<file path="config.mk">
export PLATFORM = sky130hd
export DESIGN_NAME = ckc_window
export DESIGN_NICKNAME = d
export VERILOG_FILES = /design/src/rtl/canonical_kmer_counter_macros.svh /design/src/rtl/ckc_pkg.sv /design/src/rtl/ckc_window.sv
export SDC_FILE = /design/constraint.sdc
export NUM_CORES = 1
export LEC_CHECK = 0
export BUFFER_PORTS_ARGS = -buffer_cell sky130_fd_sc_hd__buf_4
export CORE_ASPECT_RATIO = 0.7
export CORE_MARGIN = 2
export CORE_UTILIZATION = 52
export DETAILED_ROUTE_END_ITERATION = 8
export PLACE_DENSITY = 0.87
export SLEW_MARGIN = 0
export SYNTH_ARGS = -nofsm -noshare
export SYNTH_HDL_FRONTEND = slang
export SYNTH_SLANG_ARGS = --single-unit
</file>
<file path="constraint.sdc">
create_clock -name clk -period 4.93 [get_ports clk]
set_input_delay 0.7395 -clock clk [delete_from_list [all_inputs] [get_ports clk]]
set_output_delay 0.7395 -clock clk [all_outputs]
set_load 0.1 [all_outputs]
</file>
<file path="src/rtl/canonical_kmer_counter_macros.svh">
// Assertion macros for the canonical k-mer counter.
// Included by the modules that carry concurrent checks; no other dependencies.
`ifndef CANONICAL_KMER_COUNTER_MACROS_SVH
`define CANONICAL_KMER_COUNTER_MACROS_SVH
`ifndef SYNTHESIS
`define CKC_ASSERT(lbl, clk, rstn, prop) \
	lbl: assert property (@(posedge clk) disable iff (!rstn) (prop)) \
		else $error("canonical_kmer_counter: check failed");
`define CKC_ASSERT_IMP(lbl, clk, rstn, ante, cons) \
	lbl: assert property (@(posedge clk) disable iff (!rstn) (ante) |-> (cons)) \
		else $error("canonical_kmer_counter: check failed");
`else
`define CKC_ASSERT(lbl, clk, rstn, prop)
`define CKC_ASSERT_IMP(lbl, clk, rstn, ante, cons)
`endif
`endif

</file>
<file path="src/rtl/ckc_pkg.sv">
// Shared types and constants of the canonical k-mer counter.
// No dependencies.
`default_nettype none
package ckc_pkg;

	typedef enum logic [1:0] {
		ACT_BASE  = 2'd0,
		ACT_READ  = 2'd1,
		ACT_CLEAR = 2'd2,
		ACT_NOP   = 2'd3
	} action_t;

	localparam int CFG_INDEX_BITS = 1;
	localparam int CFG_DATA_BITS  = 8;
	localparam logic [CFG_INDEX_BITS-1:0] CFG_KMER_LENGTH = 1'b0;
	localparam logic [CFG_INDEX_BITS-1:0] CFG_SKIP_COUNT  = 1'b1;

	localparam logic [3:0] KMER_RESET = 4'd5;
	localparam logic [3:0] RUN_MAX    = 4'd15;

	localparam logic [7:0] CHAR_A = 8'h41;
	localparam logic [7:0] CHAR_C = 8'h43;
	localparam logic [7:0] CHAR_G = 8'h47;
	localparam logic [7:0] CHAR_T = 8'h54;
	localparam logic [7:0] CHAR_N = 8'h4E;

	// request from the window stage to the count stage
	typedef struct packed {
		logic        inc;
		logic        rd;
		logic        clr;
		logic        counted;
		logic [15:0] canon;
		logic        bad;
	} req_t;

	typedef struct packed {
		logic [31:0] count_value;
		logic        window_counted;
		logic [15:0] canonical_code;
		logic        bad_char;
	} res_t;

endpackage
`default_nettype wire

</file>
<file path="src/rtl/ckc_window.sv">
// Window stage: config registers, base decode, forward/reverse codes, stride.
// Depends on ckc_pkg.
`default_nettype none
module ckc_window #(
	parameter int MAX_K = 8
) (
	input  wire logic                                 clk,
	input  wire logic                                 arst_n,
	input  wire logic                                 cfg_we,
	input  wire logic [ckc_pkg::CFG_INDEX_BITS-1:0]   cfg_index,
	input  wire logic [ckc_pkg::CFG_DATA_BITS-1:0]    cfg_data,
	input  wire logic                                 acc,
	input  wire ckc_pkg::action_t                     action,
	input  wire logic [7:0]                           base_char,
	input  wire logic                                 record_start,
	input  wire logic [15:0]                          read_index,
	output      ckc_pkg::req_t                        req,
	output      logic [2*MAX_K-1:0]                   raddr
);

	localparam int CW = 2 * MAX_K;

	logic [3:0]    klen_q;
	logic [7:0]    skip_q;
	logic [CW-1:0] fwd_q, rev_q;
	logic [3:0]    run_q, seen_q;
	logic [7:0]    phase_q;

	logic [3:0]    k_eff;
	logic [4:0]    k2;
	logic [CW-1:0] mask, top_bits;
	logic [1:0]    cls;
	logic          is_acgt, is_n;
	logic [CW-1:0] fwd0, rev0, fwd_n, rev_n, canon;
	logic [3:0]    run0, seen0, run_n, seen_n;
	logic [7:0]    phase0, phase_n;
	logic          full, counted, is_base, upd;
	logic [CW+15:0] canon_x;
	logic [CW+15:0] index_x;

	always_comb begin
		if (klen_q == 4'd0) begin
			k_eff = 4'd1;
		end else if (klen_q > 4'(MAX_K)) begin
			k_eff = 4'(MAX_K);
		end else begin
			k_eff = klen_q;
		end
		k2 = {k_eff, 1'b0};
		for (int i = 0; i < CW; i++) begin
			mask[i] = (5'(i) < k2);
		end

		cls     = 2'd0;
		is_acgt = 1'b1;
		is_n    = 1'b0;
		case (base_char)
			ckc_pkg::CHAR_A: cls = 2'd0;
			ckc_pkg::CHAR_C: cls = 2'd1;
			ckc_pkg::CHAR_G: cls = 2'd2;
			ckc_pkg::CHAR_T: cls = 2'd3;
			ckc_pkg::CHAR_N: begin
				is_acgt = 1'b0;
				is_n    = 1'b1;
			end
			default: is_acgt = 1'b0;
		endcase

		fwd0   = record_start ? '0 : fwd_q;
		rev0   = record_start ? '0 : rev_q;
		run0   = record_start ? 4'd0 : run_q;
		seen0  = record_start ? 4'd0 : seen_q;
		phase0 = record_start ? 8'd0 : phase_q;

		top_bits = CW'(~cls) << (k2 - 5'd2);
		if (is_acgt) begin
			fwd_n = ((fwd0 << 2) | CW'(cls)) & mask;
			rev_n = ((rev0 >> 2) | top_bits) & mask;
			run_n = (run0 == ckc_pkg::RUN_MAX) ? run0 : run0 + 4'd1;
		end else begin
			fwd_n = '0;
			rev_n = '0;
			run_n = 4'd0;
		end
		seen_n = (seen0 == ckc_pkg::RUN_MAX) ? seen0 : seen0 + 4'd1;

		full    = (seen_n >= k_eff);
		phase_n = phase0;
		if (full) begin
			phase_n = (phase0 >= skip_q) ? 8'd0 : phase0 + 8'd1;
		end
		counted = full && (phase0 == 8'd0) && (run_n >= k_eff);
		canon   = (fwd_n < rev_n) ? fwd_n : rev_n;

		is_base = (action == ckc_pkg::ACT_BASE);
		upd     = acc && is_base;

		canon_x = {16'd0, canon};
		index_x = {{CW{1'b0}}, read_index};

		req.inc     = is_base && counted;
		req.rd      = (action == ckc_pkg::ACT_READ);
		req.clr     = (action == ckc_pkg::ACT_CLEAR);
		req.counted = is_base && counted;
		req.canon   = (is_base && counted) ? canon_x[15:0] : 16'd0;
		req.bad     = is_base && !is_acgt && !is_n;
		raddr       = (is_base && counted) ? canon : index_x[CW-1:0];
	end

	always_ff @(posedge clk or negedge arst_n) begin
		if (!arst_n) begin
			klen_q  <= ckc_pkg::KMER_RESET;
			skip_q  <= 8'd0;
			fwd_q   <= '0;
			rev_q   <= '0;
			run_q   <= 4'd0;
			seen_q  <= 4'd0;
			phase_q <= 8'd0;
		end else begin
			if (cfg_we && cfg_index == ckc_pkg::CFG_KMER_LENGTH) begin
				klen_q <= cfg_data[3:0];
			end else if (cfg_we && cfg_index == ckc_pkg::CFG_SKIP_COUNT) begin
				skip_q <= cfg_data;
			end
			if (upd) begin
				fwd_q   <= fwd_n;
				rev_q   <= rev_n;
				run_q   <= run_n;
				seen_q  <= seen_n;
				phase_q <= phase_n;
			end
		end
	end

endmodule
`default_nettype wire

</file>
==> summary.md <==
| Metric | Value |
|---|---|
| Post-synth top area share | `between 20% and 30%` |
| First-pass GRT wire length | `28000 microns` |
| TritonCTS clock tree | `done` |
| Internal cell power | `approximately 1.1 mW` |
| Die Height | `around 84 microns` |
| Worst path slowest cell | `a31oi_4` |
| Ant diodes | `0` |
| Setup CP Type | `in -> out` |
| Slew HR | `32.5%` |
| Chip width | `about 120 microns` |
| Die footprint | `9840 sq um` |
| DP HPWL | `roughly 11000 microns` |
| # port buffers | `76` |
| Hold Fails Final Rpt | `0` |
| Clock Sinks | `56` |
| Final setup fails | `32` |
| Final Cell Area | `7560 sq um` |
| Most frequent cells after synthesis | `nand2_1, dfrtp_1, ha_1, nor2_1, nand3_1` |
| Most frequent cell after synthesis | `nand2_1` |
| Final hold slack | `a little over 500 ps` |
| Tcrit/Tclk final | `112%` |
| Yosys warning count | `0` |
| CP Data Required Time | `4190 ps` |
| Clk Latency, worst-skew pair | `310 ps` |
| Vias in the first global route | `~5400` |
| Clk buf depth | `2` |
| GP Congestion | `between 0.9 and 1` |
| Crit Path Max Fanout | `14` |
| Largest net degree at the start of global routing | `57` |
| Clock skew | `between 10 and 15 ps` |
| Post-Place Worst Slack | `-255 ps` |
| Mapped Nets | `638` |
| 1st-pass router iterations | `6` |
| Synth area leaders | `dfrtp_1, ha_1, nand2_1` |
| P_sw | `688 uW` |
| Max Freq | `around 180 MHz` |
| Post-synthesis register bit count | `56` |
| Peak supply drop | `approximately 0.27 mV` |
| IO Pins | `77` |
| Fraction of layout cells with a size suffix above 1 | `between 40% and 50%` |
| Max Cap Viol | `0` |
| Final Max Slew Viols | `0` |
| Clk pwr share | `a little over a quarter` |
| Drt via density | `roughly 7.4` |
| CTS Buf Count | `5` |
| Async SR Flop Fraction | `100%` |
| FF-to-FF path depth | `10` |
| H-tree levels | `2` |
| Core region area | `approximately 8900 sq um` |
| Crit start category | `input port` |
| Kind of end point of the critical path | `primary output` |
| Antenna viol nets, final | `0` |
| Mapped cell area | `4710 sq um` |
| Final WS setup | `-569 ps` |
| Initial antenna violation count | `0` |
| Combinational power share | `approximately 44%` |
| Fin cells | `roughly 830` |
| Final net count | `about 800` |
| Top FF cell, synth | `dfrtp_1` |
| Reg2Reg Setup Slack | `approximately 1600 ps` |
| P&R area growth vs syn | `60.6%` |
| CTS root buf | `clkbuf_16` |
| Post-Place Cells | `781` |
| Min-delay worst type | `reg -> reg` |
| PwrDens | `between 200 and 250 nW/um^2` |
| Switching portion of total power | `approximately two fifths` |
| Register area share after synthesis | `approximately 30%` |
| WHS Path Cells | `2` |
| DR iter-0 viols | `around 1200` |
| Worst-margin pin slew | `approximately 1000 ps` |
| Sink of the worst hold path | `fwd_q[9]` |
| Gr ovfl total | `0` |
| Clock transition at path regs | `approximately 80 ps` |
| Netlist cell types | `67` |
| Crit-path cells | `buf_4 -> nor4b_4 -> and3b_2 -> o21ai_2 -> buf_12 -> buf_4 -> nor3b_2 -> ha_1 -> buf_4 -> a21oi_1 -> o21ai_0 -> nand2_1 -> and3_4 -> buf_12 -> nand3_1 -> a31oi_4 -> buf_12` |
| Worst r2r dst | `phase_q[4]` |
| Outcome | `finished, violations left` |
| Reg-to-Reg Start | `seen_q[0]` |
| Syn_area_per_cell | `about 8.4 sq um` |
| Detailed Route WL | `approximately 23000 microns` |
| Rows | `29` |
| Initial Utilization | `52.7%` |
| DR WL/cell | `roughly 28 microns` |
| Yosys top cell by area | `dfrtp_1` |
| Static leakage | `about 3.2 nW` |
| Overall Global Routing Usage | `about a third` |
| Residual DRC | `0` |
| Top Family by Delay on Critical Path | `simple AND/OR/NAND/NOR gates` |
| RSZ-0062 raised after global routing | `yes` |
| Vias | `around 6100` |
| Post-DP Area | `~6200 sq um` |
| Synth Instances | `between 500 and 600` |
| Max incr delay on CP | `approximately 400 ps` |
| Failing checks | `negative setup slack` |
| Critical path buffer and inverter count | `6` |
| Hold wc startpoint | `fwd_q[9]` |
| CP arrival | `approximately 4800 ps` |
| Number of synthesized flops with an enable pin | `0` |
| Sequential group share of total power | `between 20% and 30%` |
| Tmin final | `between 5000 and 6000 ps` |
[what timing repair did]
action                     4_1_cts  5_1_grt
gates cloned                     1        3
pin swaps                       22       35
hold buffers                     0        0
resized for setup               94       87
setup endpoints to repair       32       32
buffers inserted                11       24
[cell type report]
cell class              instances  area, sq um
multi-input cells             452         3940
flip-flops and latches         56         1400
fillers                       407         1370
inverters                      23         86.3
clock buffers                   6          129
well taps                     124          155
repair buffers                165         1790
clock inverters                 2         60.1
[metrics by stage]
step / total power, mW / setup TNS (ps) / utilization [%]
detailed placement: 1.04 / -4260 / 69.1
global route: 1.80 / -10620 / 84.7
finish: 1.77 / -8240 / 84.7
floorplan: 0.878 / 0 / -
CTS: 1.59 / 0 / 77.2
global placement: 1.02 / -175 / 69.1
[logic make-up after synthesis]
| group | after synthesis | share of synthesized area, % |
|---|---|---|
| buf+inv | 52 | 4.78 |
| compound gates | 143 | 20.8 |
| xor+xnor | 5 | 1.09 |
| mux | 22 | 5.18 |
| fa+ha+maj | 38 | 10.1 |
| flops | 56 | 29.8 |
| simple gates | 244 | 28.2 |
[worst min-delay path: cells and delay by family, from the launching register on]
kind | cells | cell delay (ps)
flip-flops | 1 | 370
AND/OR/NAND/NOR | 2 | 110
[power groups by stage]
stage	registers, mW	clock network [mW]	logic, mW
global route	0.522	0.501	0.781
floorplan	0.516	0	0.362
CTS	0.513	0.475	0.602
detailed placement	0.522	0	0.521
finish	0.520	0.480	0.768
global placement	0.520	0	0.501
[routing by layer]
metal | GRT usage [%] | share of wire, % | routed length, microns | up-vias
li1 | - | - | - | 2332
met1 | 46.2 | 35 | 8210 | 2859
met2 | 56.9 | 42 | 9760 | 700
met3 | 6.90 | 13 | 3110 | 251
met4 | 15.3 | 9.7 | 2260 | 0
met5 | 0 | 0 | 0 | -
[state kept, by name, summed over array words and instances, names as in the netlist]
register and cells:
klen_q 4, skip_q 8, rev_q 14, fwd_q 14, phase_q 8, run_q 4
seen_q 4
[how the worst max path moves through the flow]
stage / from / endpoint / slack, ps / depth (start not counted)
finish: base_char[7] / raddr[14] / -570 / 17
CTS: klen_q[0] / raddr[15] / 7 / 17
floorplan: klen_q[0] / raddr[0] / 5 / 17
global route: base_char[7] / raddr[14] / -520 / 16
global placement: base_char[3] / raddr[14] / -70 / 15
detailed placement: base_char[3] / raddr[14] / -260 / 15
[placed cells by master, fill, tap and decap left out, types with 5 or more instances in the layout]
cell / Yosys / routed
a311o_1: 8 / 8
buf_6: 2 / 7
buf_4: 3 / 118
dfrtp_1: 54 / 54
o21ai_0: 27 / 26
nand4_1: 8 / 8
inv_1: 23 / 21
a31oi_4: 0 / 16
mux2_2: 19 / 19
buf_12: 0 / 36
nand2b_1: 16 / 16
a21o_4: 0 / 8
nand3_1: 34 / 15
nor3_1: 6 / 6
a21o_1: 15 / 7
ha_1: 38 / 36
nor4b_4: 5 / 6
a21oi_1: 29 / 11
nor2b_1: 20 / 17
a21oi_4: 0 / 17
clkbuf_16: 0 / 8
nand2_1: 82 / 78
o211ai_1: 5 / 5
nand3_2: 1 / 16
and3_1: 8 / 6
nor2_1: 38 / 32
(Power assumes the default switching activity.)
